--- src/brf_pkg.sv ---
// Shared types, codes and default sizes for the byte ring FIFO.
// Used by the controller and the top level.
package brf_pkg;

  // Default sizes handed to the top-level parameters
  localparam int DepthDefault    = 256;
  localparam int MaxBurstDefault = 64;

  // Width of the capacity register and of the internal length arithmetic
  localparam int CapW = 9;
  localparam logic [CapW-1:0] CapResetVal = 9'd256;

  // Operation codes carried in the mode field
  localparam logic [2:0] ModeWrite      = 3'd0;
  localparam logic [2:0] ModeForceWrite = 3'd1;
  localparam logic [2:0] ModeRead       = 3'd2;
  localparam logic [2:0] ModePeek       = 3'd3;
  localparam logic [2:0] ModeDiscard    = 3'd4;
  localparam logic [2:0] ModeResetIdx   = 3'd5;

  // Controller states
  typedef enum logic {
    StIdle,
    StStream
  } brf_state_e;

  // One result item as held in the output register
  typedef struct packed {
    logic [7:0] read_byte;
    logic       byte_valid;
    logic       last;
    logic [7:0] done_count;
    logic [7:0] used_after;
    logic [7:0] free_after;
  } brf_result_t;

endpackage

--- src/brf_ifs.sv ---
// Valid/ready channel interfaces of the byte ring FIFO: input items,
// result items and the capacity write channel. No dependencies.
interface brf_in_if;
  logic       valid;
  logic       ready;
  logic [2:0] mode;
  logic [7:0] write_byte;
  logic [7:0] request_count;

  modport source (output valid, output mode, output write_byte, output request_count,
                  input ready);
  modport sink   (input valid, input mode, input write_byte, input request_count,
                  output ready);
endinterface

interface brf_out_if;
  logic       valid;
  logic       ready;
  logic [7:0] read_byte;
  logic       byte_valid;
  logic       last;
  logic [7:0] done_count;
  logic [7:0] used_after;
  logic [7:0] free_after;

  modport source (output valid, output read_byte, output byte_valid, output last,
                  output done_count, output used_after, output free_after,
                  input ready);
  modport sink   (input valid, input read_byte, input byte_valid, input last,
                  input done_count, input used_after, input free_after,
                  output ready);
endinterface

interface brf_cfg_if;
  logic       valid;
  logic       ready;
  logic [8:0] capacity;

  modport source (output valid, output capacity, input ready);
  modport sink   (input valid, input capacity, output ready);
endinterface

--- src/brf_mem.sv ---
// Byte store of the ring: one write port and one read port with registered
// read data. No package dependencies.
module brf_mem #(
  parameter int Depth = 256,
  parameter int AddrW = 8
) (
  input  logic             clk_i,
  input  logic             we_i,
  input  logic [AddrW-1:0] waddr_i,
  input  logic [7:0]       wdata_i,
  input  logic             re_i,
  input  logic [AddrW-1:0] raddr_i,
  output logic [7:0]       rdata_o
);

  logic [7:0] mem_q [Depth];
  logic [7:0] rdata_q;

  // Store a byte on write
  always_ff @(posedge clk_i) begin
    if (we_i) begin
      mem_q[waddr_i] <= wdata_i;
    end
  end

  // Fetch a byte; hold the last fetch while no read is issued
  always_ff @(posedge clk_i) begin
    if (re_i) begin
      rdata_q <= mem_q[raddr_i];
    end
  end

  assign rdata_o = rdata_q;

endmodule

--- src/brf_ctrl.sv ---
// Controller of the byte ring FIFO: indices, capacity register, burst
// sequencer and output register. Depends on brf_pkg and the channel interfaces.
module brf_ctrl #(
  parameter int DEPTH     = brf_pkg::DepthDefault,
  parameter int MAX_BURST = brf_pkg::MaxBurstDefault,
  parameter int IW        = 8
) (
  input  logic           clk_i,
  input  logic           rst_ni,
  brf_in_if.sink         item_i,
  brf_out_if.source      result_o,
  brf_cfg_if.sink        cfg_i,
  output logic           mem_we_o,
  output logic [IW-1:0]  mem_waddr_o,
  output logic [7:0]     mem_wdata_o,
  output logic           mem_re_o,
  output logic [IW-1:0]  mem_raddr_o,
  input  logic [7:0]     mem_rdata_i
);

  import brf_pkg::*;

  localparam int LenMaxInt = (DEPTH < 511) ? DEPTH : 511;
  localparam logic [CapW-1:0] LenMax = CapW'(LenMaxInt);
  localparam logic [CapW-1:0] MaxBurst = CapW'(MAX_BURST);
  localparam int BW = $clog2(MAX_BURST + 1);

  brf_state_e        state_q, state_d;
  logic [CapW-1:0]   cap_q, cap_d;
  logic [IW-1:0]     w_q, w_d, r_q, r_d;
  logic [IW-1:0]     rd_addr_q, rd_addr_d;
  logic [BW-1:0]     remain_q, remain_d;
  logic [7:0]        done_q, done_d, used_q, used_d, free_q, free_d;
  brf_result_t       out_q, out_d;
  logic              out_valid_q, out_valid_d;

  logic [CapW-1:0]   len, w9, r9, used9, free9, req9, burst_n, disc_n, n_sel;
  logic [CapW:0]     adv_sum;
  logic [IW-1:0]     r_adv, w_inc, r_inc, rd_inc;
  logic              tiny, accept, out_free, is_burst, cfg_write;

  // Step an index by one with wrap at the ring length
  function automatic logic [IW-1:0] wrap_inc(logic [IW-1:0] idx, logic [CapW-1:0] ln);
    logic [CapW:0] s;
    s = (CapW+1)'(idx) + (CapW+1)'(1);
    return (s >= {1'b0, ln}) ? '0 : s[IW-1:0];
  endfunction

  // Ring length and occupancy from the indices
  always_comb begin
    len   = (cap_q > LenMax) ? LenMax : cap_q;
    tiny  = (len < CapW'(2));
    w9    = CapW'(w_q);
    r9    = CapW'(r_q);
    if (tiny) begin
      used9 = '0;
      free9 = '0;
    end else begin
      used9 = (w9 >= r9) ? (w9 - r9) : (len - (r9 - w9));
      free9 = len - CapW'(1) - used9;
    end
    req9    = CapW'(item_i.request_count);
    burst_n = (req9 > MaxBurst) ? MaxBurst : req9;
    burst_n = (burst_n > used9) ? used9 : burst_n;
    disc_n  = (req9 > used9) ? used9 : req9;
    is_burst = (item_i.mode == ModeRead) || (item_i.mode == ModePeek);
    n_sel   = is_burst ? burst_n : disc_n;
    adv_sum = (CapW+1)'(r9) + (CapW+1)'(n_sel);
    r_adv   = (adv_sum >= {1'b0, len}) ? IW'(adv_sum - {1'b0, len}) : IW'(adv_sum);
    w_inc   = wrap_inc(w_q, len);
    r_inc   = wrap_inc(r_q, len);
    rd_inc  = wrap_inc(rd_addr_q, len);
  end

  // Handshakes: a capacity write waits for the burst to finish and blocks items
  assign out_free     = !out_valid_q || result_o.ready;
  assign cfg_i.ready  = (state_q == StIdle);
  assign cfg_write    = cfg_i.valid && cfg_i.ready;
  assign item_i.ready = (state_q == StIdle) && out_free && !cfg_i.valid;
  assign accept       = item_i.valid && item_i.ready;

  // Next state
  always_comb begin
    state_d = state_q;
    case (state_q)
      StIdle: begin
        if (accept && is_burst && (burst_n != '0)) begin
          state_d = StStream;
        end
      end
      StStream: begin
        if (out_free && (remain_q == BW'(1))) begin
          state_d = StIdle;
        end
      end
      default: state_d = StIdle;
    endcase
  end

  // Datapath, memory access and result loading
  always_comb begin
    cap_d       = cap_q;
    w_d         = w_q;
    r_d         = r_q;
    rd_addr_d   = rd_addr_q;
    remain_d    = remain_q;
    done_d      = done_q;
    used_d      = used_q;
    free_d      = free_q;
    out_d       = out_q;
    out_valid_d = out_valid_q && !result_o.ready;
    mem_we_o    = 1'b0;
    mem_waddr_o = w_q;
    mem_wdata_o = item_i.write_byte;
    mem_re_o    = 1'b0;
    mem_raddr_o = r_q;

    if (cfg_write) begin
      // Capacity write empties the ring
      cap_d = cfg_i.capacity;
      w_d   = '0;
      r_d   = '0;
    end else if (state_q == StIdle) begin
      if (accept) begin
        out_d.read_byte  = '0;
        out_d.byte_valid = 1'b0;
        out_d.last       = 1'b1;
        out_d.done_count = '0;
        out_d.used_after = used9[7:0];
        out_d.free_after = free9[7:0];
        out_valid_d      = 1'b1;
        case (item_i.mode)
          ModeWrite: begin
            if (free9 != '0) begin
              mem_we_o         = 1'b1;
              w_d              = w_inc;
              out_d.done_count = 8'd1;
              out_d.used_after = 8'(used9 + CapW'(1));
              out_d.free_after = 8'(free9 - CapW'(1));
            end
          end
          ModeForceWrite: begin
            if (!tiny) begin
              mem_we_o         = 1'b1;
              w_d              = w_inc;
              out_d.done_count = 8'd1;
              if (free9 == '0) begin
                // Drop the oldest byte to make room
                r_d = r_inc;
              end else begin
                out_d.used_after = 8'(used9 + CapW'(1));
                out_d.free_after = 8'(free9 - CapW'(1));
              end
            end
          end
          ModeRead, ModePeek: begin
            if (burst_n != '0) begin
              // Start the burst: fetch the oldest byte, report later
              out_valid_d = out_valid_q && !result_o.ready;
              out_d       = out_q;
              mem_re_o    = 1'b1;
              mem_raddr_o = r_q;
              rd_addr_d   = r_inc;
              remain_d    = burst_n[BW-1:0];
              done_d      = burst_n[7:0];
              used_d      = used9[7:0];
              free_d      = free9[7:0];
              if (item_i.mode == ModeRead) begin
                // Read removes the bytes; peek leaves the counts alone
                r_d    = r_adv;
                used_d = 8'(used9 - burst_n);
                free_d = 8'(free9 + burst_n);
              end
            end
          end
          ModeDiscard: begin
            r_d              = r_adv;
            out_d.done_count = disc_n[7:0];
            out_d.used_after = 8'(used9 - disc_n);
            out_d.free_after = 8'(free9 + disc_n);
          end
          ModeResetIdx: begin
            w_d              = '0;
            r_d              = '0;
            out_d.used_after = '0;
            out_d.free_after = tiny ? 8'd0 : 8'(len - CapW'(1));
          end
          default: begin
          end
        endcase
      end
    end else begin
      // Stream: hand the fetched byte over and fetch the next one
      if (out_free) begin
        out_d.read_byte  = mem_rdata_i;
        out_d.byte_valid = 1'b1;
        out_d.last       = (remain_q == BW'(1));
        out_d.done_count = done_q;
        out_d.used_after = used_q;
        out_d.free_after = free_q;
        out_valid_d      = 1'b1;
        remain_d         = remain_q - BW'(1);
        if (remain_q != BW'(1)) begin
          mem_re_o    = 1'b1;
          mem_raddr_o = rd_addr_q;
          rd_addr_d   = rd_inc;
        end
      end
    end
  end

  // Control registers
  always_ff @(posedge clk_i or negedge rst_ni) begin
    if (!rst_ni) begin
      state_q     <= StIdle;
      cap_q       <= CapResetVal;
      w_q         <= '0;
      r_q         <= '0;
      remain_q    <= '0;
      out_valid_q <= 1'b0;
    end else begin
      state_q     <= state_d;
      cap_q       <= cap_d;
      w_q         <= w_d;
      r_q         <= r_d;
      remain_q    <= remain_d;
      out_valid_q <= out_valid_d;
    end
  end

  // Payload registers
  always_ff @(posedge clk_i) begin
    rd_addr_q <= rd_addr_d;
    done_q    <= done_d;
    used_q    <= used_d;
    free_q    <= free_d;
    out_q     <= out_d;
  end

  assign result_o.valid      = out_valid_q;
  assign result_o.read_byte  = out_q.read_byte;
  assign result_o.byte_valid = out_q.byte_valid;
  assign result_o.last       = out_q.last;
  assign result_o.done_count = out_q.done_count;
  assign result_o.used_after = out_q.used_after;
  assign result_o.free_after = out_q.free_after;

endmodule

--- src/byte_ring_fifo_with_overwrite.sv ---
// Byte ring FIFO with one slot left empty and an overwriting force write.
// Holds at most capacity-1 bytes (capacity clipped to DEPTH and to 511, values
// below 2 give no room). Writes, force writes, discards, index resets and unused
// modes are accepted back to back while the sink takes results and no capacity
// write is pending. A read or peek first fetches the oldest byte from the store's
// registered read port, then delivers one byte per cycle while the sink takes
// them; no new item is taken until its last byte is in the output register. A
// capacity write empties the ring. There is no clearing pass after reset. Depends
// on brf_pkg, the channel interfaces, brf_ctrl and brf_mem.
module byte_ring_fifo_with_overwrite #(
  parameter int DEPTH     = brf_pkg::DepthDefault,
  parameter int MAX_BURST = brf_pkg::MaxBurstDefault
) (
  input  logic       clk_i,
  input  logic       rst_ni,
  brf_in_if.sink     item_i,
  brf_out_if.source  result_o,
  brf_cfg_if.sink    cfg_i
);

  import brf_pkg::*;

  localparam int LenMaxInt = (DEPTH < 511) ? DEPTH : 511;
  localparam int IW = $clog2(LenMaxInt);

  logic          mem_we, mem_re;
  logic [IW-1:0] mem_waddr, mem_raddr;
  logic [7:0]    mem_wdata, mem_rdata;

  // Sequencer and index logic
  brf_ctrl #(
    .DEPTH     (DEPTH),
    .MAX_BURST (MAX_BURST),
    .IW        (IW)
  ) u_ctrl (
    .clk_i       (clk_i),
    .rst_ni      (rst_ni),
    .item_i      (item_i),
    .result_o    (result_o),
    .cfg_i       (cfg_i),
    .mem_we_o    (mem_we),
    .mem_waddr_o (mem_waddr),
    .mem_wdata_o (mem_wdata),
    .mem_re_o    (mem_re),
    .mem_raddr_o (mem_raddr),
    .mem_rdata_i (mem_rdata)
  );

  // Ring byte store
  brf_mem #(
    .Depth (LenMaxInt),
    .AddrW (IW)
  ) u_mem (
    .clk_i   (clk_i),
    .we_i    (mem_we),
    .waddr_i (mem_waddr),
    .wdata_i (mem_wdata),
    .re_i    (mem_re),
    .raddr_i (mem_raddr),
    .rdata_o (mem_rdata)
  );

endmodule

--- src/flat_wrapper.sv ---
// flat-port wrapper written by rule: the top's interface ports become plain ports
module byte_ring_fifo_with_overwrite_flat import brf_pkg::*;
#(
  parameter int DEPTH     = brf_pkg::DepthDefault,
  parameter int MAX_BURST = brf_pkg::MaxBurstDefault
)
  (clk_i, rst_ni, item_i_valid, item_i_mode, item_i_write_byte, item_i_request_count, item_i_ready, result_o_valid, result_o_read_byte, result_o_byte_valid, result_o_last, result_o_done_count, result_o_used_after, result_o_free_after, result_o_ready, cfg_i_valid, cfg_i_capacity, cfg_i_ready);
  brf_in_if item_i_i ();
  brf_out_if result_o_i ();
  brf_cfg_if cfg_i_i ();
  input  logic clk_i;
  input  logic rst_ni;
  input wire logic [$bits(item_i_i.valid)-1:0] item_i_valid;
  input wire logic [$bits(item_i_i.mode)-1:0] item_i_mode;
  input wire logic [$bits(item_i_i.write_byte)-1:0] item_i_write_byte;
  input wire logic [$bits(item_i_i.request_count)-1:0] item_i_request_count;
  output wire logic [$bits(item_i_i.ready)-1:0] item_i_ready;
  output wire logic [$bits(result_o_i.valid)-1:0] result_o_valid;
  output wire logic [$bits(result_o_i.read_byte)-1:0] result_o_read_byte;
  output wire logic [$bits(result_o_i.byte_valid)-1:0] result_o_byte_valid;
  output wire logic [$bits(result_o_i.last)-1:0] result_o_last;
  output wire logic [$bits(result_o_i.done_count)-1:0] result_o_done_count;
  output wire logic [$bits(result_o_i.used_after)-1:0] result_o_used_after;
  output wire logic [$bits(result_o_i.free_after)-1:0] result_o_free_after;
  input wire logic [$bits(result_o_i.ready)-1:0] result_o_ready;
  input wire logic [$bits(cfg_i_i.valid)-1:0] cfg_i_valid;
  input wire logic [$bits(cfg_i_i.capacity)-1:0] cfg_i_capacity;
  output wire logic [$bits(cfg_i_i.ready)-1:0] cfg_i_ready;
  assign item_i_i.valid = item_i_valid;
  assign item_i_i.mode = item_i_mode;
  assign item_i_i.write_byte = item_i_write_byte;
  assign item_i_i.request_count = item_i_request_count;
  assign item_i_ready = item_i_i.ready;
  assign result_o_valid = result_o_i.valid;
  assign result_o_read_byte = result_o_i.read_byte;
  assign result_o_byte_valid = result_o_i.byte_valid;
  assign result_o_last = result_o_i.last;
  assign result_o_done_count = result_o_i.done_count;
  assign result_o_used_after = result_o_i.used_after;
  assign result_o_free_after = result_o_i.free_after;
  assign result_o_i.ready = result_o_ready;
  assign cfg_i_i.valid = cfg_i_valid;
  assign cfg_i_i.capacity = cfg_i_capacity;
  assign cfg_i_ready = cfg_i_i.ready;
  byte_ring_fifo_with_overwrite #(.DEPTH(DEPTH), .MAX_BURST(MAX_BURST)) u_core (.clk_i(clk_i), .rst_ni(rst_ni), .item_i(item_i_i), .result_o(result_o_i), .cfg_i(cfg_i_i));
endmodule
--- config.mk ---
export PLATFORM = sky130hd
export DESIGN_NAME = byte_ring_fifo_with_overwrite_flat
export DESIGN_NICKNAME = d
export VERILOG_FILES = /design/src/brf_pkg.sv /design/src/brf_ifs.sv /design/src/brf_mem.sv /design/src/brf_ctrl.sv /design/src/byte_ring_fifo_with_overwrite.sv /design/src/flat_wrapper.sv
export SDC_FILE = /design/constraint.sdc
export NUM_CORES = 2
export LEC_CHECK = 0
export BUFFER_PORTS_ARGS = -buffer_cell sky130_fd_sc_hd__buf_2
export CORE_AREA = 2 2 374 450
export CTS_BUF_LIST = sky130_fd_sc_hd__clkbuf_8
export CTS_CLUSTER_DIAMETER = 40
export CTS_CLUSTER_SIZE = 12
export DETAILED_ROUTE_END_ITERATION = 10
export DIE_AREA = 0 0 376 452
export PLACE_DENSITY = 0.68
export SETUP_SLACK_MARGIN = 0.5
export SYNTH_ARGS = -nofsm -noshare
export SYNTH_HDL_FRONTEND = slang
export SYNTH_SLANG_ARGS = --single-unit
--- constraint.sdc ---
create_clock -name clk_i -period 11.75 [get_ports clk_i]
set_input_delay 1.175 -clock clk_i [delete_from_list [all_inputs] [get_ports clk_i]]
set_output_delay 1.175 -clock clk_i [all_outputs]
set_load 0.01 [all_outputs]
# After elaboration in Yosys (flattened, before gate mapping)
# Memory sizes are Yosys's and may differ from the RTL's. A register that Yosys moved wholly into a read port is not among the register bits.
# Cells that the tools add are included.
dict set report totals {
  ff_bits 100
  mem_bits_rw 2048
  input_bits 33
  wordCells 170
  memories 1
}
# memory depth width rd rd_ports_with_merged_regs write_ports line_no
set mem_list {}
lappend mem_list {u_core.u_mem.mem_q 256 8 1 1 1 brf_mem.sv:16} ;# logic [7:0] mem_q [Depth];
dict set report op_classes {
  add_sub_neg 17
  magnitude_cmp 10
  n_eq_ne 16
  muxes 78
  n_bitwise 2
  reduce_logical 30
}
# op n
set ops {}
lappend ops {{$mux 8} 30}
lappend ops {{$mux 34} 4}
lappend ops {{$pmux 16 s5} 1}
lappend ops {{$pmux 8 s4} 2}
lappend ops {{$mux 9} 7}
lappend ops {{$mux 7} 5}
lappend ops {{$mux 17} 2}
lappend ops {{$add 8x1->9 const B} 3}
lappend ops {{$ge 9x9->1} 3}
lappend ops {{$pmux 8 s3} 1}
lappend ops {{$sub 8x8->8} 3}
lappend ops {{$mux 1} 22}
lappend ops {{$gt 8x9->1} 2}
lappend ops {{$ne 3x3->1 const B} 6}
lappend ops {{$reduce_bool 9->1} 2}
lappend ops {{$sub 8x8->9} 2}
lappend ops {{$sub 9x9->9} 2}
lappend ops {{$add 8x8->8} 2}
lappend ops {{$mux 16} 1}
lappend ops {{$reduce_and 5->1} 3}
lappend ops {{$add 8x9->10} 1}
lappend ops {{$ge 10x9->1} 1}
lappend ops {{$mux 10} 1}
lappend ops {{$gt 9x9->1 const B} 1}
lappend ops {{other kinds (27)} 46}

# Longest topological paths before layout
dict set report depth {
  word_depth 17
  mapped_depth 45
  ltp_nobuf 41
}

# Cells and area by module
# A second synthesis with hierarchy kept.
dict set report hier_totals {
  hier_cells 5022
  hier_area_um2 90445.5
}
# mod n_inst cells_per_inst area_per_inst_um2
set by_module_without_submodules {}
lappend by_module_without_submodules {brf_mem 1 3733 79636.4}
lappend by_module_without_submodules {brf_ctrl 1 1289 10809.1}

# Worst setup path before layout
# Ideal clock, no wire load.
dict set report synth_timing {
  kind {reg2reg}
  startpoint {register u_core.u_ctrl.cap_q[8]}
  endpoint {register u_core.u_ctrl.r_q[7]}
  arrival_time_ns 8.019
  path_slack_ns 3.606
  stages_incl_launch_ff 40
  path_buffers 3
  synth_period_minus_slack_ns 8.144
  cell_sequence {dfstp_2 inv_1 clkbuf_1 nand2_1 ha_1 inv_1 ha_1 inv_1 fa_1 nand2b_1 a211oi_1 or3_1 and2_1 mux2i_1 or2_2 clkbuf_1 ha_1 o21a_1 [... 4 more ...] mux2i_1 nor2_1 nor2_1 ha_1 inv_1 fa_1 inv_1 fa_1 a21o_1 a21oi_1 o21bai_1 a21oi_1 a21oi_1 a211o_1 clkbuf_1 mux2i_1 o22ai_1 mux2_2}
}
dict set report synth_via {
  elab_chain_cells 17
  elab_cells_between_ends 34
  classes_between {add/sub: 5; order compare: 6; eq/ne: 3; mux: 17; reduce/logical: 3}
}
# item line_no
set synth_rtl {}
lappend synth_rtl {{from (decl)} brf_ctrl.sv:29} ;# logic [CapW-1:0] cap_q, cap_d;
lappend synth_rtl {{from (signal assigned)} brf_ctrl.sv:216} ;# cap_q <= CapResetVal;
lappend synth_rtl {{from (signal assigned)} brf_ctrl.sv:223} ;# cap_q <= cap_d;
lappend synth_rtl {{$gt 9x9->1} brf_ctrl.sv:51} ;# len = (cap_q > LenMax) ? LenMax : cap_q;
lappend synth_rtl {{$mux 9 *} brf_ctrl.sv:51}
lappend synth_rtl {{$sub 9x9->9} brf_ctrl.sv:59} ;# used9 = (w9 >= r9) ? (w9 - r9) : (len - (r9 - w9));
lappend synth_rtl {{$mux 9} brf_ctrl.sv:59}
lappend synth_rtl {{$mux 9 *} brf_ctrl.sv:55} ;# if (tiny) begin
lappend synth_rtl {{$gt 8x9->1} brf_ctrl.sv:64} ;# burst_n = (burst_n > used9) ? used9 : burst_n;
lappend synth_rtl {{$mux 9 *} brf_ctrl.sv:64}
lappend synth_rtl {{named net u_core.u_ctrl.burst_n[0]} brf_ctrl.sv:37} ;# logic [CapW-1:0] len, w9, r9, used9, free9, req9, burst_n, disc_n, n_sel;
lappend synth_rtl {{[... 2 more ...]} n/a}
lappend synth_rtl {{$sub 8x8->8 / $ge 10x9->1 (equally long branches)} brf_ctrl.sv:69} ;# r_adv = (adv_sum >= {1'b0, len}) ? IW'(adv_sum - {1'b0, len}) : IW'(adv_sum);
lappend synth_rtl {{$mux 8} brf_ctrl.sv:69}
lappend synth_rtl {{$mux 8} brf_ctrl.sv:168} ;# if (item_i.mode == ModeRead) begin
lappend synth_rtl {{$mux 8} brf_ctrl.sv:157} ;# if (burst_n != '0) begin
lappend synth_rtl {{$pmux 8 s4} brf_ctrl.sv:132} ;# case (item_i.mode)
lappend synth_rtl {{$mux 8} brf_ctrl.sv:124} ;# if (accept) begin
lappend synth_rtl {{$mux 8} brf_ctrl.sv:123} ;# end else if (state_q == StIdle) begin
lappend synth_rtl {{$mux 8} brf_ctrl.sv:118} ;# if (cfg_write) begin
lappend synth_rtl {{to (signal assigned)} brf_ctrl.sv:225} ;# r_q <= r_d;
lappend synth_rtl {{to (decl)} brf_ctrl.sv:30} ;# logic [IW-1:0] w_q, w_d, r_q, r_d;
# The timed path passes the listed nets; every way through them passes the cells marked *. The select of a mux whose other input is x is not followed.
# A chain may end at the register's enable or synchronous reset.

# Final worst setup path
dict set report layout_timing {
  startpoint {register u_core.u_ctrl.cap_q[8]}
  endpoint {register u_core.u_ctrl.r_q[2]}
}
# Same word-level chain as after synthesis.

==> results by group <==
Logic synthesis
  • Synth Flop Type: edfxtp_1
  • Cell area after synthesis: 0.0904 mm²
  • Yosys warns: 0
  • Synth Register Bits: approximately 2200
  • Post-Synthesis Cells: slightly above 7000
  • Netlist cell types: 84
  • Async SR Flop Fraction: 0.0158
  • Synth top area cells: edfxtp_1 (70%), nand2_1 (8.3%), nand3_1 (4.0%)
  • EDFF count, synth: 2122
  • Synthesized Nets: approximately 7400
  • Sequential element share of the synthesized area: 0.714
  • Top-area cell type share of the netlist area: 0.705
  • Syn_area_per_cell: 12.5 µm²
  • Synth area leader: edfxtp_1

Detailed routing
  • Remaining antenna violation count: 0
  • Wire per inst: approximately 27 µm
  • Routed wire length: roughly 250000 µm
  • Routed via count: about 59000
  • Vias per cell: 6.25
  • Drt pass-1 iters: 6
  • 1st-iter DRT viols: about 7600
  • # DRC: 0

Power
  • Peak supply drop: 0.000363 V
  • Pint: roughly 15000 µW
  • Sw Pwr: 10800 µW
  • Leakage: ~0.033 µW
  • Switching power share of the total: 0.420
  • Combinational power share: 0.474
  • Clock network fraction of design power: 0.184
  • P per Cell Area: ~270 mW/mm²
  • Sequential share of power: 0.342

STA
  • Max-slew headroom: 0.0817
  • Max frequency: between 90 and 100 MHz
  • Final Setup Violations: 0
  • Max-slew violation count: 0
  • Crit share post-route: 0.852
  • RSZ-0062 raised after global routing: false
  • Worst slew pin tran: approximately 1400 ps
  • Setup ws final: between 1500 and 2000 ps
  • Setup TNS: 0 ps
  • Fin crit period: 10010 ps
  • Final hold violations: 0
  • Clock skew: ~50 ps

Floorplan
  • Total die area: 0.170 mm²
  • Starting density of the core: 0.545
  • Rows: roughly 160
  • Chip width: 376 µm
  • Chip Height: ~450 µm
  • Io pins: 70
  • Core area: roughly 0.17 mm²

Clocking
  • Later-pin clock latency in the skew report: roughly 1000 ps
  • CTS buffer count: about 230
  • Post_cts resized: 0
  • CTS max path bufs: 3
  • Clock sinks: about 2200
  • Root Driver: clkbuf_8
  • CTS tree: built
  • # hold bufs at CTS: 0
  • Setup bufs post-CTS: 0
  • H-tree lvl count: 4
  • Reg clk slew, reported paths: around 80 ps

GRT
  • GRT overflow: 0
  • Initial antenna violation count: 8
  • Largest net degree at the start of global routing: 172
  • First-pass GRT wire length: ~370000 µm
  • Gr usage total: 0.292
  • Vias in the first global route: about 57000

Critical path
  • Worst path max stage delay: about 820 ps
  • CP Buf/Inv Count: 4
  • Worst-path maximum fanout: 16
  • CP startpoint kind: flip-flop
  • Top cell by count, worst path: a21oi_1
  • Crit-path leading delay family: compound AO/OA/AOI/OAI gates
  • CP max stage cell: o21ai_0
  • Worst path required time: approximately 13000 ps
  • WS Path Type: flip-flop to flip-flop
  • CP Capture Type: flip-flop
  • WP data arrival: between 10000 and 15000 ps

Place
  • Number of port buffers: 69
  • Routability cong.: ~0.94
  • Area after DPL: 0.0928 mm²
  • Placed insts: slightly above 9000
  • HPWL after detailed placement: 152000 µm
  • Pre-CTS WS: approximately 2000 ps

Finish
  • Final nets: 7381
  • Commonest non-fill, non-tap cell in the layout: edfxtp_1
  • Post-layout util: 0.585
  • Final non-filler cell total: 9469
  • Area delta synth->final: 7.24%
  • Post-route cell area: about 0.097 mm²
  • Layout cells sized above 1: 0.0701
  • Most frequent cells in the layout: edfxtp_1 (2122), nand2_1 (1998), nand3_1 (717)
  • Fill count: 13200

Worst hold path
  • Min-Delay Path Class: primary input to async pin

Run
  • Max_cap viols: 0

Run status
  • Run status: complete, no violations
==> flip-flops by register name, indices dropped and copies added, names as in the netlist <==
name / flops
u_core.u_ctrl.cap_q: 9
u_core.u_ctrl.done_q: 8
u_core.u_ctrl.free_q: 8
u_core.u_ctrl.mem_waddr_o: 8
u_core.u_ctrl.r_q: 8
u_core.u_ctrl.rd_addr_q: 8
u_core.u_ctrl.remain_q: 7
u_core.u_ctrl.result_o.byte_valid: 1
u_core.u_ctrl.result_o.done_count: 8
u_core.u_ctrl.result_o.free_after: 8
u_core.u_ctrl.result_o.last: 1
u_core.u_ctrl.result_o.read_byte: 8
u_core.u_ctrl.result_o.used_after: 8
u_core.u_ctrl.result_o.valid: 1
u_core.u_ctrl.state_q: 1
u_core.u_ctrl.used_q: 8
u_core.u_mem.mem_q: 2048
u_core.u_mem.rdata_o: 8
==> cell type report <==
| class | count | area, µm² | area share |
|---|---|---|---|
| multi-input combinational | 4545 | 23800 | 0.246 |
| tap | 2158 | 2700 | 0.0278 |
| antenna | 2 | 5.00 | 0.0000516 |
| sequential | 2156 | 64600 | 0.666 |
| inverter | 106 | 398 | 0.00410 |
| clock buffer | 230 | 3170 | 0.0326 |
| clock inverter | 99 | 945 | 0.00974 |
| timing repair buffer | 173 | 1320 | 0.0136 |
==> worst register-to-register path: cells and delay by family (launching register included) <==
kind / cells / cell delay, ps
buffers and inverters: 4 / 840
and+or+nand+nor: 4 / 1030
adders and majority gates: 5 / 1920
AOI/OAI and AO/OA: 20 / 5260
xor gates and xnor gates: 2 / 430
DFF: 1 / 410
==> cells in the mapped netlist (10+ instances only) <==
library cell / number
edfxtp_1: 2122
nand2_1: 2002
nand3_1: 718
clkbuf_1: 353
nor2_1: 337
nand4_1: 273
a31oi_1: 202
ha_1: 125
mux2i_1: 112
inv_1: 105
a32oi_1: 96
o21ai_0: 86
a21oi_1: 78
nor4_1: 55
a21o_1: 49
xnor2_1: 48
buf_2: 42
buf_1: 40
and3_1: 39
dfrtp_1: 33
nand2b_1: 26
nor3_1: 26
xor2_1: 26
and2_1: 21
o22ai_1: 18
fa_1: 16
a211oi_1: 12
nor2b_1: 12
o211ai_1: 12
a22o_1: 10
o21a_1: 10
o21bai_1: 10
==> through the flow <==
step | power (µW) | hold slack, ps
after floorplan | 17300 | 423
after global placement | 20900 | 514
after detailed placement | 21000 | 516
after CTS | 25700 | 247
after global routing | 27100 | 323
final | 25800 | 288
==> power by group through the flow <==
stage                     Clock (µW)  Sequential [µW]  Combinational, µW
after floorplan                    0             8930               8340
after global placement             0             8970              12000
after detailed placement           0             8980              12000
after CTS                       4780             8800              12100
after global routing            5050             8820              13300
final                           4740             8810              12200
==> cell families after synthesis <==
family | count (synthesis) | share of synthesized area
xor+xnor | 74 | 0.00717
simple gates | 3554 | 0.172
mux | 117 | 0.0131
buf+inv | 545 | 0.0234
flops | 2156 | 0.714
compound gates | 658 | 0.0495
fa+ha+maj | 141 | 0.0208
other cells | 1 | 0.0000415
==> path summary, 6_finish.rpt <==
| check | from | to | slack (ps) | cells past startpoint |
|---|---|---|---|---|
| worst max-delay path | u_core.u_ctrl.cap_q[8] | u_core.u_ctrl.r_q[2] | 1740 | 35 |
| worst min-delay path | rst_ni | u_core.u_ctrl.result_o.valid | 290 | 1 |
| worst max register to register | u_core.u_ctrl.cap_q[8] | u_core.u_ctrl.r_q[2] | 1740 | 35 |
| worst min register to register | u_core.u_ctrl.free_q[0] | u_core.u_ctrl.result_o.free_after[0] | 540 | 2 |
| max in group asynchronous | rst_ni | u_core.u_ctrl.state_q | 10800 | 1 |
| min in group clk_i | cfg_i_capacity[7] | u_core.u_ctrl.cap_q[7] | 380 | 3 |
==> routing by layer <==
metal / GRT usage / up-vias / part of all wire
li1: - / 26400 / -
met1: 0.397 / 29200 / 0.39
met2: 0.474 / 3049 / 0.48
met3: 0.0415 / 539 / 0.086
met4: 0.128 / 6 / 0.046
met5: 0 / - / 0.00016
(Power assumes the default switching activity.)
